--- src/design/kwt_pkg.sv ---
// Package for the keyed weight table: sizes, request codes, status codes,
// controller states and the control/status structs. No dependencies.
package kwt_pkg;

  localparam int unsigned TableDepth = 1024;
  localparam int unsigned IdxW       = $clog2(TableDepth);
  localparam int unsigned CntW       = $clog2(TableDepth + 1);
  localparam int unsigned KeyW       = 62;
  localparam int unsigned MoveW      = 16;
  localparam int unsigned WeightW    = 32;
  localparam int unsigned DeltaW     = 16;
  localparam int unsigned CapW       = 31;
  localparam int unsigned RecW       = KeyW + MoveW + WeightW;

  localparam logic [DeltaW-1:0] DeleteDelta = 16'd888;
  localparam logic [CapW-1:0]   CapReset    = 31'd20000;

  typedef enum logic [1:0] {
    ReqAdd   = 2'd0,
    ReqQuery = 2'd1,
    ReqSort  = 2'd2,
    ReqRead  = 2'd3
  } req_e;

  typedef enum logic [1:0] {
    StOk   = 2'd0,
    StFull = 2'd1,
    StIdx  = 2'd2
  } status_e;

  typedef enum logic [3:0] {
    SIdle,
    SScanRd,
    SScanCmp,
    SUpdWr,
    SAppend,
    SReadRd,
    SReadOut,
    SSortRdI,
    SSortLdI,
    SSortRdJ,
    SSortCmp,
    SSortPut,
    SDone
  } state_e;

  // Controller commands to the datapath.
  typedef struct packed {
    logic          latch_req;   // capture the request fields
    logic          ram_re;      // read at rd_addr
    logic [IdxW-1:0] rd_addr;
    logic          ram_we;
    logic [IdxW-1:0] wr_addr;
    logic [1:0]    wr_sel;      // 0 update, 1 append, 2 hold reg, 3 ram data
    logic          load_hold;   // capture ram data into the hold register
    logic          set_found;
    logic          inc_count;
    logic          out_read;    // present read data
    logic          done;        // result strobe
    status_e       status;
  } kwt_cmd_t;

  // Datapath status back to the controller.
  typedef struct packed {
    logic          match;       // ram record matches key and code
    logic          precedes;    // hold record goes before ram record
    logic          is_del;      // latched delta is the delete marker
    logic [CntW-1:0] count;
  } kwt_sts_t;

  localparam logic [1:0] WrUpdate = 2'd0;
  localparam logic [1:0] WrAppend = 2'd1;
  localparam logic [1:0] WrHold   = 2'd2;
  localparam logic [1:0] WrShift  = 2'd3;

endpackage

--- src/design/kwt_ctrl.sv ---
// Controller of the keyed weight table: sequences scans, appends, reads and
// the insertion sort over the record RAM. Uses kwt_pkg.
module kwt_ctrl import kwt_pkg::*; (
  input  logic             clk_i,
  input  logic             rst_ni,
  input  logic             start_i,
  input  logic [1:0]       req_type_i,
  input  logic [IdxW-1:0]  read_index_i,
  input  logic [1:0]       req_i,
  input  kwt_sts_t         sts_i,
  output kwt_cmd_t         cmd_o,
  output logic             busy_o
);

  state_e state_q, state_d;
  logic [CntW-1:0] i_q, i_d, j_q, j_d;
  logic [IdxW-1:0] ridx_q;

  // State and index registers.
  always_ff @(posedge clk_i or negedge rst_ni) begin
    if (!rst_ni) begin
      state_q <= SIdle;
      i_q     <= '0;
      j_q     <= '0;
    end else begin
      state_q <= state_d;
      i_q     <= i_d;
      j_q     <= j_d;
    end
  end

  always_ff @(posedge clk_i) begin
    if (state_q == SIdle && start_i) begin
      ridx_q <= read_index_i;
    end
  end

  // Next state and indexes.
  always_comb begin
    state_d = state_q;
    i_d     = i_q;
    j_d     = j_q;
    case (state_q)
      SIdle: begin
        if (start_i) begin
          i_d = '0;
          case (req_type_i)
            ReqSort: begin
              i_d = CntW'(1);
              state_d = SSortRdI;
            end
            ReqRead: state_d = SReadRd;
            default: state_d = SScanRd;
          endcase
        end
      end
      SScanRd: begin
        if (i_q >= sts_i.count) begin
          state_d = (req_i == ReqAdd) ? SAppend : SDone;
        end else begin
          state_d = SScanCmp;
        end
      end
      SScanCmp: begin
        if (sts_i.match) begin
          state_d = (req_i == ReqAdd) ? SUpdWr : SDone;
        end else begin
          i_d = i_q + CntW'(1);
          state_d = SScanRd;
        end
      end
      SUpdWr:   state_d = SDone;
      SAppend: begin
        // A full table answers at once; otherwise the count settles first.
        if (!sts_i.is_del && (sts_i.count == CntW'(TableDepth))) begin
          state_d = SIdle;
        end else begin
          state_d = SDone;
        end
      end
      SReadRd:  state_d = (CntW'(ridx_q) < sts_i.count) ? SReadOut : SDone;
      SReadOut: state_d = SIdle;
      SSortRdI: state_d = (i_q < sts_i.count) ? SSortLdI : SDone;
      SSortLdI: begin
        j_d = i_q;
        state_d = SSortRdJ;
      end
      SSortRdJ: state_d = (j_q == '0) ? SSortPut : SSortCmp;
      SSortCmp: begin
        if (sts_i.precedes) begin
          j_d = j_q - CntW'(1);
          state_d = SSortRdJ;
        end else begin
          state_d = SSortPut;
        end
      end
      SSortPut: begin
        i_d = i_q + CntW'(1);
        state_d = SSortRdI;
      end
      SDone:    state_d = SIdle;
      default:  state_d = SIdle;
    endcase
  end

  // Commands.
  always_comb begin
    cmd_o = '0;
    cmd_o.status = StOk;
    cmd_o.wr_sel = WrUpdate;
    case (state_q)
      SIdle: cmd_o.latch_req = start_i;
      SScanRd: begin
        cmd_o.ram_re  = 1'b1;
        cmd_o.rd_addr = i_q[IdxW-1:0];
      end
      SScanCmp: begin
        if (sts_i.match) begin
          cmd_o.set_found = 1'b1;
        end
      end
      SUpdWr: begin
        cmd_o.ram_we  = 1'b1;
        cmd_o.wr_addr = i_q[IdxW-1:0];
        cmd_o.wr_sel  = WrUpdate;
      end
      SAppend: begin
        // Store a new record, flag a full table, or skip a delete.
        if (!sts_i.is_del) begin
          if (sts_i.count == CntW'(TableDepth)) begin
            cmd_o.done   = 1'b1;
            cmd_o.status = StFull;
          end else begin
            cmd_o.ram_we    = 1'b1;
            cmd_o.wr_addr   = sts_i.count[IdxW-1:0];
            cmd_o.wr_sel    = WrAppend;
            cmd_o.inc_count = 1'b1;
          end
        end
      end
      SReadRd: begin
        cmd_o.ram_re  = 1'b1;
        cmd_o.rd_addr = ridx_q;
      end
      SReadOut: begin
        cmd_o.done     = 1'b1;
        cmd_o.out_read = 1'b1;
      end
      SSortRdI: begin
        cmd_o.ram_re  = 1'b1;
        cmd_o.rd_addr = i_q[IdxW-1:0];
      end
      SSortLdI: cmd_o.load_hold = 1'b1;
      SSortRdJ: begin
        cmd_o.ram_re  = (j_q != '0);
        cmd_o.rd_addr = IdxW'(j_q - CntW'(1));
      end
      SSortCmp: begin
        if (sts_i.precedes) begin
          cmd_o.ram_we  = 1'b1;
          cmd_o.wr_addr = j_q[IdxW-1:0];
          cmd_o.wr_sel  = WrShift;
        end
      end
      SSortPut: begin
        cmd_o.ram_we  = 1'b1;
        cmd_o.wr_addr = j_q[IdxW-1:0];
        cmd_o.wr_sel  = WrHold;
      end
      SDone: begin
        cmd_o.done = 1'b1;
        if (req_i == ReqRead) begin
          cmd_o.status = StIdx;
        end
      end
      default: cmd_o = '0;
    endcase
  end

  assign busy_o = (state_q != SIdle);

endmodule

--- config.mk ---
export PLATFORM = sky130hd
export DESIGN_NAME = kwt_ctrl
export DESIGN_NICKNAME = d
export VERILOG_FILES = /design/src/design/kwt_pkg.sv /design/src/design/kwt_ctrl.sv
export SDC_FILE = /design/constraint.sdc
export NUM_CORES = 1
export LEC_CHECK = 0
export ABC_AREA = 1
export BUFFER_PORTS_ARGS = -buffer_cell sky130_fd_sc_hd__buf_2
export CAP_MARGIN = 20
export CORE_ASPECT_RATIO = 0.7
export CORE_MARGIN = 4
export CORE_UTILIZATION = 50
export CTS_CLUSTER_DIAMETER = 200
export DETAILED_ROUTE_END_ITERATION = 10
export PLACE_DENSITY = 0.74
export SETUP_SLACK_MARGIN = 0.1
export SYNTH_ARGS = -nofsm -noshare
export SYNTH_HDL_FRONTEND = slang
export SYNTH_SLANG_ARGS = --single-unit
--- constraint.sdc ---
create_clock -name clk_i -period 4.44 [get_ports clk_i]
set_input_delay 0.222 -clock clk_i [delete_from_list [all_inputs] [get_ports clk_i]]
set_output_delay 0.222 -clock clk_i [all_outputs]
set_load 0.01 [all_outputs]
==> results of run 1 <==
-- critical path: cells and delay by family (launching register included) --
| kind | cells | cell delay [ns] |
|---|---|---|
| AO/OA/AOI/OAI | 2 | 0.33 |
| flip-flops | 1 | 0.40 |
| AND/OR/NAND/NOR | 2 | 0.98 |
| buffers and inverters | 2 | 0.27 |
-- sequential cells by signal, indices dropped and copies added (netlist names) --
register,count
ridx_q,10
state_q,4
i_q,11
j_q,11
-- synthesized netlist by cell type (2+ instances only) --
cell type,n,share of area (%)
o221ai_1,5,1.4
a21oi_1,16,2.6
xnor2_1,2,0.58
o21ai_0,29,4.8
nand3_1,23,3.8
nand2_2,3,0.62
o22ai_1,4,0.82
o21ai_1,5,0.82
nor3_1,11,1.8
ha_1,22,9.0
clkbuf_1,2,0.25
edfxtp_1,10,9.9
inv_2,3,0.37
nor2_2,3,0.62
nand2_1,93,11
inv_1,68,8.4
nor2_1,50,6.2
o21bai_1,2,0.49
nor2_4,2,0.74
o21ai_2,4,1.2
nand4_1,8,1.6
a22oi_1,12,3.0
xor2_1,9,2.6
o211ai_1,5,1.2
dfrtp_1,26,21
-- worst paths after layout --
kind,endpoint,slack [ns]
max,cmd_o[23],1.93
min,ridx_q[6],0.1
max reg2reg,j_q[7],2.35
min reg2reg,j_q[10],0.53
max in group asynchronous,i_q[6],3.52
min in group asynchronous,j_q[3],0.48
-- metal layers --
metal | track usage, % | up-vias
met5 | 0 | -
met4 | 9.73 | 0
met3 | 5.50 | 30
met2 | 41.5 | 186
met1 | 37.2 | 1541
li1 | - | 1570
-- metrics by stage --
step	util, %	setup WS, ns	instances	total power, mW	cell area, sq um
6_report	60.7	1.93	574	1.84	3530
3_3_place_gp	58.6	2.38	564	1.52	3410
4_1_cts	60.6	1.97	573	1.83	3520
3_5_place_dp	58.6	2.29	564	1.55	3410
2_1_floorplan	-	2.65	432	1.27	3040
5_1_grt	60.7	1.80	574	2.00	3530
-- power groups by stage --
stage	Clock, mW	Combinational, mW	Sequential [mW]
3_3_place_gp	0	0.964	0.556
4_1_cts	0.276	1.00	0.553
6_report	0.269	1.01	0.558
2_1_floorplan	0	0.748	0.523
5_1_grt	0.290	1.14	0.571
3_5_place_dp	0	0.995	0.559
-- cell type report --
type / instances / area share (%)
Sequential cell: 36 / 27.0
Clock buffer: 7 / 2.77
Multi-Input combinational cell: 318 / 50.3
Inverter: 72 / 7.73
Timing Repair Buffer: 65 / 9.43
Clock inverter: 1 / 0.142
Tap cell: 75 / 2.66
-- kinds of logic after synthesis --
family                   after synthesis
flip-flops                            36
AND/OR/NAND/NOR                      200
AO/OA/AOI/OAI                         85
adder cells (fa/ha/maj)               22
buffers and inverters                 78
XOR/XNOR                              11
==> results.sh, run 1 <==
export IMPL_status="completed"
export IMPL_highest_layer="met4"
export IMPL_vias=3327
export IMPL_fin_crit_sh_pct=56.5
export IMPL_dp_hpwl_um=7710
export IMPL_cts_resized=0
export IMPL_critPathRequiredTime_ns=4.22
export IMPL_layout_commonest_cell="nand2_1"
export IMPL_switching_share_pct=50.4
export IMPL_synthMuxAreaShare_pct=0
export IMPL_antenna_found_initial=0
export IMPL_cts_tree="built"
export IMPL_end_kind="output port"
export IMPL_cts_max_path_buffers=2
export IMPL_synth_xor_area_share_pct=3.16
export IMPL_hold_path_class="in2reg"
export IMPL_multi_input_area_sq_um=1780
export IMPL_grt_use_total_pct=26.8
export IMPL_core_area_sq_um=5810
export IMPL_drive_gt1_share_pct=18.0
export IMPL_reg2regPathDepth=8
export IMPL_worstMarginPinSlew_ns=1.14
export IMPL_ant_nets=0
export IMPL_slowest_delay_ns=0.88
export IMPL_clk_latency_ns=0.30
export IMPL_cpMaxStageDelayCell="nor2_1"
export IMPL_routabilityCongestion=0.980
export IMPL_min_delay_start="read_index_i[6]"
export IMPL_post_cts_buffers=0
export IMPL_clockRootBuffer="clkbuf_8"
export IMPL_start_kind="flop"
export IMPL_seq_area_sq_um=951
export IMPL_synth_area_sq_um=3040
export IMPL_drc_errors=0
export IMPL_drtIter0Drc=387
export IMPL_dr_pass1_iters=6
export IMPL_max_cap_violations=0
export IMPL_clockPowerShare_pct=14.6
export IMPL_critPathMaxFanout=14
export IMPL_synth_seq_area_share_pct=31.2
export IMPL_wl_met1_um=4020
export IMPL_async_flop_share_pct=72.2
export IMPL_yosysWarningCount=0
export IMPL_routed_wl_met2_um=4350
export IMPL_num_io_pins=64
export IMPL_intPower_uw=913
export IMPL_avgSynthCellArea_sq_um=7.05
export IMPL_skew_ns=0.00779
export IMPL_routed_wirelength_um=9690
export IMPL_grt_ovfl_total=0
export IMPL_total_leakage_power_nw=1.84
export IMPL_cp_cell_sequence="inv_1 -> nand2_1 -> nor2_1 -> a22oi_1 -> o21ai_0 -> buf_2"
export IMPL_cts_reportedPaths_clkPinSlew_ns=0.08
export IMPL_drv_slew=0
export IMPL_fp_dieW_um=101
export IMPL_nNetsFinal=551
export IMPL_die_area_sq_um=7420
export IMPL_initial_core_util_pct=52.4
export IMPL_viasPerCell=5.80
export IMPL_synth_edf_count=10
export IMPL_clock_sinks=36
export IMPL_hold_viol_final=0
export IMPL_fin_hold_ws_ns=0.0955
export IMPL_final_cell_mix="nand2_1 (93), inv_1 (68), buf_2 (63)"
export IMPL_setup_violations=0
export IMPL_cts_max_level=2
export IMPL_n_fill_cell=555
export IMPL_combPwrFrac_pct=55.1
export IMPL_synth_net_count=485
export IMPL_grt_pass1_vias=3146
export IMPL_crit_path_start="state_q[3]"
export IMPL_numCtsBuffers=5
export IMPL_wire_per_inst_um=16.9
export IMPL_syn_inst=432
export IMPL_area_delta_synth_final_pct=15.9
export IMPL_wl_met3_um=1060
export IMPL_hold_depth=1
export IMPL_grt_max_degree=27
export IMPL_die_y_um=73.3
export IMPL_ys_types=40
export IMPL_row_count=23
export IMPL_synthFlopType="dfrtp_1"
export IMPL_peakVddDrop_mv=0.368
export IMPL_path_class="reg2out"
export IMPL_power_switching_uw=928
export IMPL_seq_power_share_pct=30.3
export IMPL_diodes=0
export IMPL_yosys_area_share_simple_pct=28.7
export IMPL_fmax_mhz=399
export IMPL_fin_crit_ns=2.51
export IMPL_synth_compound_area_share_pct=17.4
export IMPL_r2r_start="state_q[2]"
export IMPL_synth_top_family_by_area="simple AND/OR/NAND/NOR gates"
export IMPL_hold_buffers=1
export IMPL_tns_ns=0
export IMPL_power_density_nw_per_um2=522
export IMPL_portBuffers=63
export IMPL_synth_adder_area_share_pct=9.04
export IMPL_rsz0062_at_grt="no"
export IMPL_relSlewSlack_pct=23.9
export IMPL_cp_arrival_ns=2.28
export IMPL_ys_ff_latch=36
export IMPL_grt_pass1_wl_um=15200
Power figures use the tool's default switching activity.
==> run 2: changes to the inputs <==
--- a/config.mk
+++ b/config.mk
@@ -5,7 +5,7 @@
 export SDC_FILE = /design/constraint.sdc
 export NUM_CORES = 1
 export LEC_CHECK = 0
-export ABC_AREA = 1
+export ABC_AREA = 0
 export BUFFER_PORTS_ARGS = -buffer_cell sky130_fd_sc_hd__buf_2
 export CAP_MARGIN = 20
 export CORE_ASPECT_RATIO = 0.7
@@ -13,7 +13,7 @@
 export CORE_UTILIZATION = 50
 export CTS_CLUSTER_DIAMETER = 200
 export DETAILED_ROUTE_END_ITERATION = 10
-export PLACE_DENSITY = 0.74
+export PLACE_DENSITY = 0.77
 export SETUP_SLACK_MARGIN = 0.1
 export SYNTH_ARGS = -nofsm -noshare
 export SYNTH_HDL_FRONTEND = slang
==> constraint.sdc (replaced) <==
create_clock -name clk_i -period 2.3 [get_ports clk_i]
set_input_delay 0.115 -clock clk_i [delete_from_list [all_inputs] [get_ports clk_i]]
set_output_delay 0.115 -clock clk_i [all_outputs]
set_load 0.01 [all_outputs]
==> run 2 against run 1 <==
Compared with the run above:
- area after synthesis is the same
- non-clock buffer count grew 60
- sequential power increased by 100%
- routed wire length increased by 5.6%
- final cell count fell by 4.7%
==> results.sh, run 2 <==
export IMPL_status="completed"
export IMPL_fin_crit_sh_pct=98.9
export IMPL_yosysWarningCount=0
export IMPL_peakVddDrop_mv=0.527
export IMPL_grt_use_total_pct=27.3
export IMPL_portBuffers=63
export IMPL_synth_edf_count=10
export IMPL_routed_wirelength_um=10200
export IMPL_hold_viol_final=0
export IMPL_row_count=23
export IMPL_final_cell_mix="buf_2 (63), buf_4 (50), nor2_1 (37)"
export IMPL_yosysTopAreaCellShare_pct=21.4
export IMPL_synth_seq_area_share_pct=31.2
export IMPL_num_io_pins=64
export IMPL_routabilityCongestion=0.981
export IMPL_critPathRequiredTime_ns=2.48
export IMPL_grt_max_degree=27
export IMPL_critPathMaxFanout=2
export IMPL_skew_ns=0.00861
export IMPL_synth_top_cell_by_area="dfrtp_1"
export IMPL_ys_ff_latch=36
export IMPL_grt_pass1_vias=3107
export IMPL_min_delay_start="start_i"
export IMPL_cts_max_level=2
export IMPL_diodes=0
export IMPL_final_area_sq_um=4080
export IMPL_die_y_um=73.3
export IMPL_dp_hpwl_um=7370
export IMPL_path_class="reg2reg"
export IMPL_synth_net_count=418
export IMPL_initial_core_util_pct=52.4
export IMPL_wire_per_inst_um=18.7
export IMPL_layout_commonest_cell="buf_2"
export IMPL_ys_types=53
export IMPL_clk_latency_ns=0.30
export IMPL_synthFlopType="dfrtp_1"
export IMPL_nNetsFinal=524
export IMPL_synth_commonest_cells="nor2_1 (37), inv_1 (31), dfrtp_1 (26)"
export IMPL_cts_max_path_buffers=2
export IMPL_antenna_found_initial=0
export IMPL_async_flop_share_pct=72.2
export IMPL_r2r_start="j_q[0]"
export IMPL_whs_endpoint="i_q[1]"
export IMPL_drive_gt1_share_pct=32.0
export IMPL_r2r_end="state_q[0]"
export IMPL_cp_cell_sequence="inv_2 -> ha_4 -> or3b_4 -> or3_4 -> nor4_4 -> buf_4 -> o21ai_4 -> a2111oi_4"
export IMPL_top_regs="i_q x11, j_q x11, ridx_q x10"
export IMPL_drc_errors=0
export IMPL_max_cap_violations=0
export IMPL_hold_depth=3
export IMPL_grt_ovfl_total=0
export IMPL_yosysMostFrequentCell="nor2_1"
export IMPL_critPathBufInv=2
export IMPL_fp_dieW_um=101
export IMPL_core_area_sq_um=5810
export IMPL_numCtsBuffers=5
export IMPL_viasPerCell=6.20
export IMPL_post_dp_cell_area_sq_um=3560
export IMPL_syn_inst=365
export IMPL_grt_pass1_wl_um=15600
export IMPL_dr_pass1_iters=6
export IMPL_vias=3390
export IMPL_end_kind="flop"
export IMPL_power_density_nw_per_um2=1070
export IMPL_hold_path_class="in2reg"
export IMPL_drtIter0Drc=481
export IMPL_synth_area_sq_um=3040
export IMPL_ant_nets=0
export IMPL_drv_slew=0
export IMPL_die_area_sq_um=7420
export IMPL_synth_area_leaders="dfrtp_1 (21%), edfxtp_1 (9.9%), ha_1 (9.0%)"
export IMPL_crit_family="simple AND/OR/NAND/NOR gates"
export IMPL_clock_sinks=36
export IMPL_tns_ns=0
export IMPL_worstMarginPinSlew_ns=0.655
export IMPL_reg2regPathDepth=8
export IMPL_slowest_delay_ns=0.40
export IMPL_cts_reportedPaths_clkPinSlew_ns=0.08
export IMPL_total_leakage_power_nw=1.99
export IMPL_relSlewSlack_pct=55.9
export IMPL_reg2reg_slack_ns=0.03
export IMPL_start_kind="flop"
export IMPL_area_delta_synth_final_pct=33.9
export IMPL_avgSynthCellArea_sq_um=8.34
export IMPL_clockRootBuffer="clkbuf_8"
export IMPL_rsz0062_at_grt="yes"
export IMPL_fin_crit_ns=2.27
export IMPL_cpMaxStageDelayCell="dfrtp_1"
export IMPL_fmax_mhz=440
export IMPL_cts_tree="built"
export IMPL_setup_violations=0
export IMPL_cp_arrival_ns=2.45
==> run 2: changes by cell type in the layout (fill, tap and decap cells not counted), moves of 9 or more <==
cell / before / now
nand2_1: 93 / 18
o21ai_0: 29 / 20
a21o_1: 0 / 10
dlygate4sd3_1: 1 / 11
a222oi_1: 0 / 9
buf_4: 1 / 50
nor2_1: 50 / 37
inv_1: 68 / 29
nand3_1: 23 / 5
==> run 2: through the flow <==
step	setup slack (ns)	hold WS, ns	util (%)	std cells	total power [mW]
global placement	0.174	0.171	61.3	506	3.12
detailed placement	0.0812	0.165	61.3	506	3.17
global route	-0.0645	0.182	70.1	547	4.60
finish	0.0256	0.146	70.1	547	4.35
CTS	0.0232	0.00144	66.5	532	3.90
floorplan	0.120	-0.181	-	365	2.47
==> run 2: cells by family after synthesis <==
| family | synth area share (%) |
|---|---|
| AND/OR/NAND/NOR | 21.4 |
| AO/OA/AOI/OAI | 26.4 |
| multiplexers | 0.658 |
| adder cells (fa/ha/maj) | 9.04 |
| flip-flops | 31.2 |
| buffers and inverters | 7.48 |
| XOR/XNOR | 3.74 |
==> run 2: worst min-delay path: cells and delay by family <==
family                 cells  cell delay [ns]
AND/OR/NAND/NOR            1             0.10
AO/OA/AOI/OAI              1             0.08
buffers and inverters      1             0.12
==> run 2: final cells by class <==
class | instances | area, sq um
Timing Repair Buffer | 125 | 812
Tap cell | 75 | 93.8
Inverter | 32 | 124
Multi-Input combinational cell | 271 | 1980
Clock inverter | 2 | 35.0
Sequential cell | 36 | 958
Fill cell | 433 | 1740
Clock buffer | 6 | 72.6
==> run 2: metal layers <==
layer	global-route usage [%]	share of wire [%]	vias up
li1	-	-	1560
met1	38.8	41	1600
met2	43.6	46	193
met3	5.22	11	37
met4	5.46	2.2	0
met5	0	0	-
==> run 2: timing repair <==
item	4_1_cts	5_1_grt
gates resized for setup	10	22
setup endpoints to repair	23	29
hold buffers	10	1
pin swaps	2	9
hold endpoints to repair	35	1
buffers inserted	8	14
==> run 2: worst max-delay path by stage <==
stage / from / end / slack, ns / cells past startpoint
final: j_q[0] / state_q[0] / 0.03 / 8
after global routing: j_q[0] / state_q[0] / -0.06 / 8
after CTS: j_q[0] / cmd_o[28] / 0.02 / 8
after detailed placement: j_q[0] / state_q[0] / 0.08 / 7
after global placement: i_q[10] / state_q[3] / 0.17 / 7
after floorplan: j_q[0] / state_q[0] / 0.12 / 8
==> run 2: where the power goes <==
part,leakage (nW),switching [mW],internal [mW]
combinational,1.50,1.45,1.19
sequential,0.434,0.287,0.843
clock,0.0552,0.260,0.322
total,1.99,1.99,2.36
==> run 3: changes to the inputs <==
--- a/config.mk
+++ b/config.mk
@@ -13,7 +13,7 @@
 export CORE_UTILIZATION = 50
 export CTS_CLUSTER_DIAMETER = 200
 export DETAILED_ROUTE_END_ITERATION = 10
-export PLACE_DENSITY = 0.77
+export PLACE_DENSITY_LB_ADDON = 0.12
 export SETUP_SLACK_MARGIN = 0.1
 export SYNTH_ARGS = -nofsm -noshare
 export SYNTH_HDL_FRONTEND = slang
==> constraint.sdc (replaced) <==
create_clock -name clk_i -period 2.31 [get_ports clk_i]
set_input_delay 0.1155 -clock clk_i [delete_from_list [all_inputs] [get_ports clk_i]]
set_output_delay 0.1155 -clock clk_i [all_outputs]
set_load 0.01 [all_outputs]
==> run 3 against run 2 <==
Compared with the run above:
- clock skew is 0.0048 ns lower
- worst setup slack better by 0.012 ns
- register-to-register slack hardly changed
- sequential share of layout area is 0.71 points higher
- sequential power hardly changed
- first-iteration DRC count is 8.5% lower
- sequential cell count stayed put
- via count is 2.7% lower
- maximum frequency hardly changed
- final area is 2.9% lower
- critical path depth stayed put
- critical path type unchanged
==> results.sh, run 3 (synthesis results as in run 2) <==
export IMPL_numCtsBuffers=5
export IMPL_seq_area_sq_um=958
export IMPL_power_total_mw=4.05
export IMPL_reg2regPathDepth=8
export IMPL_crit_path_start="j_q[1]"
export IMPL_max_cap_violations=0
export IMPL_relSlewSlack_pct=52.9
export IMPL_r2r_start="j_q[1]"
export IMPL_final_cell_mix="buf_2 (63), buf_4 (38), nor2_1 (37)"
export IMPL_nNetsFinal=512
export IMPL_cp_arrival_ns=2.45
export IMPL_cp_endpoint="state_q[0]"
export IMPL_grt_max_degree=27
export IMPL_start_kind="flop"
export IMPL_initial_core_util_pct=52.4
export IMPL_antenna_found_initial=0
export IMPL_utilization_pct=68.1
export IMPL_power_density_nw_per_um2=1020
export IMPL_fin_crit_sh_pct=98.4
export IMPL_multi_input_area_sq_um=1970
export IMPL_rsz0062_at_grt="yes"
export IMPL_portBuffers=63
export IMPL_dr_pass1_iters=5
export IMPL_status="completed"
export IMPL_fp_dieW_um=101
export IMPL_viasPerCell=6.16
export IMPL_top_regs="i_q x11, j_q x11, ridx_q x10"
export IMPL_end_kind="flop"
export IMPL_setup_violations=0
export IMPL_fmax_mhz=440
export IMPL_routed_wirelength_um=10200
export IMPL_drive_gt1_share_pct=30.2
export IMPL_reg2reg_slack_ns=0.04
export IMPL_cts_max_level=2
export IMPL_fin_crit_ns=2.27
export IMPL_wire_per_inst_um=19.1
export IMPL_clockRootBuffer="clkbuf_8"
export IMPL_n_fill_cell=492
export IMPL_clock_sinks=36
export IMPL_dp_cells=506
export IMPL_layout_commonest_cell="buf_2"
export IMPL_cts_tree="built"
export IMPL_grt_pass1_vias=3001
export IMPL_grt_pass1_wl_um=15500
export IMPL_cts_reportedPaths_clkPinSlew_ns=0.07
export IMPL_die_y_um=73.3
export IMPL_num_io_pins=64
export IMPL_peakVddDrop_mv=0.538
export IMPL_critPathRequiredTime_ns=2.49
export IMPL_total_leakage_power_nw=1.92
export IMPL_routabilityCongestion=1.01
export IMPL_grt_ovfl_total=0
export IMPL_worstMarginPinSlew_ns=0.702
export IMPL_r2r_end="state_q[0]"
export IMPL_critPathMaxFanout=3
export IMPL_area_delta_synth_final_pct=30.0
export IMPL_core_area_sq_um=5810
export IMPL_drtIter0Drc=440
export IMPL_diodes=0
export IMPL_ant_nets=0
export IMPL_hold_path_class="in2reg"
export IMPL_vias=3298
export IMPL_drc_errors=0
export IMPL_dp_hpwl_um=7610
export IMPL_clk_latency_ns=0.29
export IMPL_row_count=23
export IMPL_path_class="reg2reg"
export IMPL_finalNonFillerCells=535
export IMPL_fin_hold_ws_ns=0.163
export IMPL_hold_viol_final=0
export IMPL_drv_slew=0
export IMPL_cts_max_path_buffers=2
export IMPL_die_area_sq_um=7420
export IMPL_skew_ns=0.00382
export IMPL_grt_use_total_pct=27.2
==> run 3: cell count changes in the layout (fill, tap and decap cells not counted), sizes merged <==
| cell | before | now |
|---|---|---|
| buf | 114 | 102 |
| clkinv | 1 | 2 |
| bufinv | 1 | 0 |
==> run 3: how the worst min path moves through the flow <==
stage                        from     end  slack, ns  cells after the start
after floorplan            rst_ni  i_q[0]      -0.18                      0
after global placement     rst_ni  j_q[2]       0.17                      1
after detailed placement   rst_ni  j_q[2]       0.18                      1
after CTS                 start_i  i_q[1]       0.16                      3
after global routing      start_i  i_q[1]       0.17                      3
final                     start_i  i_q[1]       0.16                      3
==> run 3: what timing repair did <==
action	4_1_cts	5_1_grt
endpoints found under the setup margin	25	24
hold endpoints to repair	36	0
pin swaps	0	2
hold buffers	11	0
gates resized for setup	12	16
buffers inserted	1	9
==> run 3: worst max-delay path: stages (launching register included) <==
cell	delay (ns)
dfrtp_1	0.40
inv_2	0.09
ha_4	0.13
or3b_4	0.38
or3_4	0.37
nor4_4	0.21
buf_4	0.17
o21ai_2	0.06
a2111oi_2	0.36
==> run 3: metal layers <==
layer / global-route usage [%] / share of wire [%] / vias up
met3: 5.03 / 9.7 / 19
met4: 6.34 / 1.4 / 0
met5: 0 / 0 / -
met2: 42.0 / 46 / 181
met1: 39.5 / 43 / 1561
li1: - / - / 1537
==> run 3: where the power goes <==
group	switching, mW	total, mW	internal, mW
Sequential	0.302	1.14	0.840
Combinational	1.37	2.46	1.10
Clock	0.237	0.446	0.209
==> run 3: per-stage QoR <==
step           worst slack [ns]   TNS, ns  instance area, sq um
3_5_place_dp              0.114         0                  3580
5_1_grt                 -0.0310   -0.0580                  3960
2_1_floorplan             0.130         0                  3040
3_3_place_gp              0.205         0                  3580
4_1_cts                -0.00550  -0.00550                  3820
6_report                 0.0375         0                  3960
==> run 3: layout make-up <==
type / instances / share of cell area [%]
clock buffer: 6 / 1.83
clock inverter: 2 / 0.285
inverter: 32 / 3.04
multi-input combinational: 271 / 49.8
sequential: 36 / 24.2
tap: 75 / 2.37
timing repair buffer: 113 / 18.5
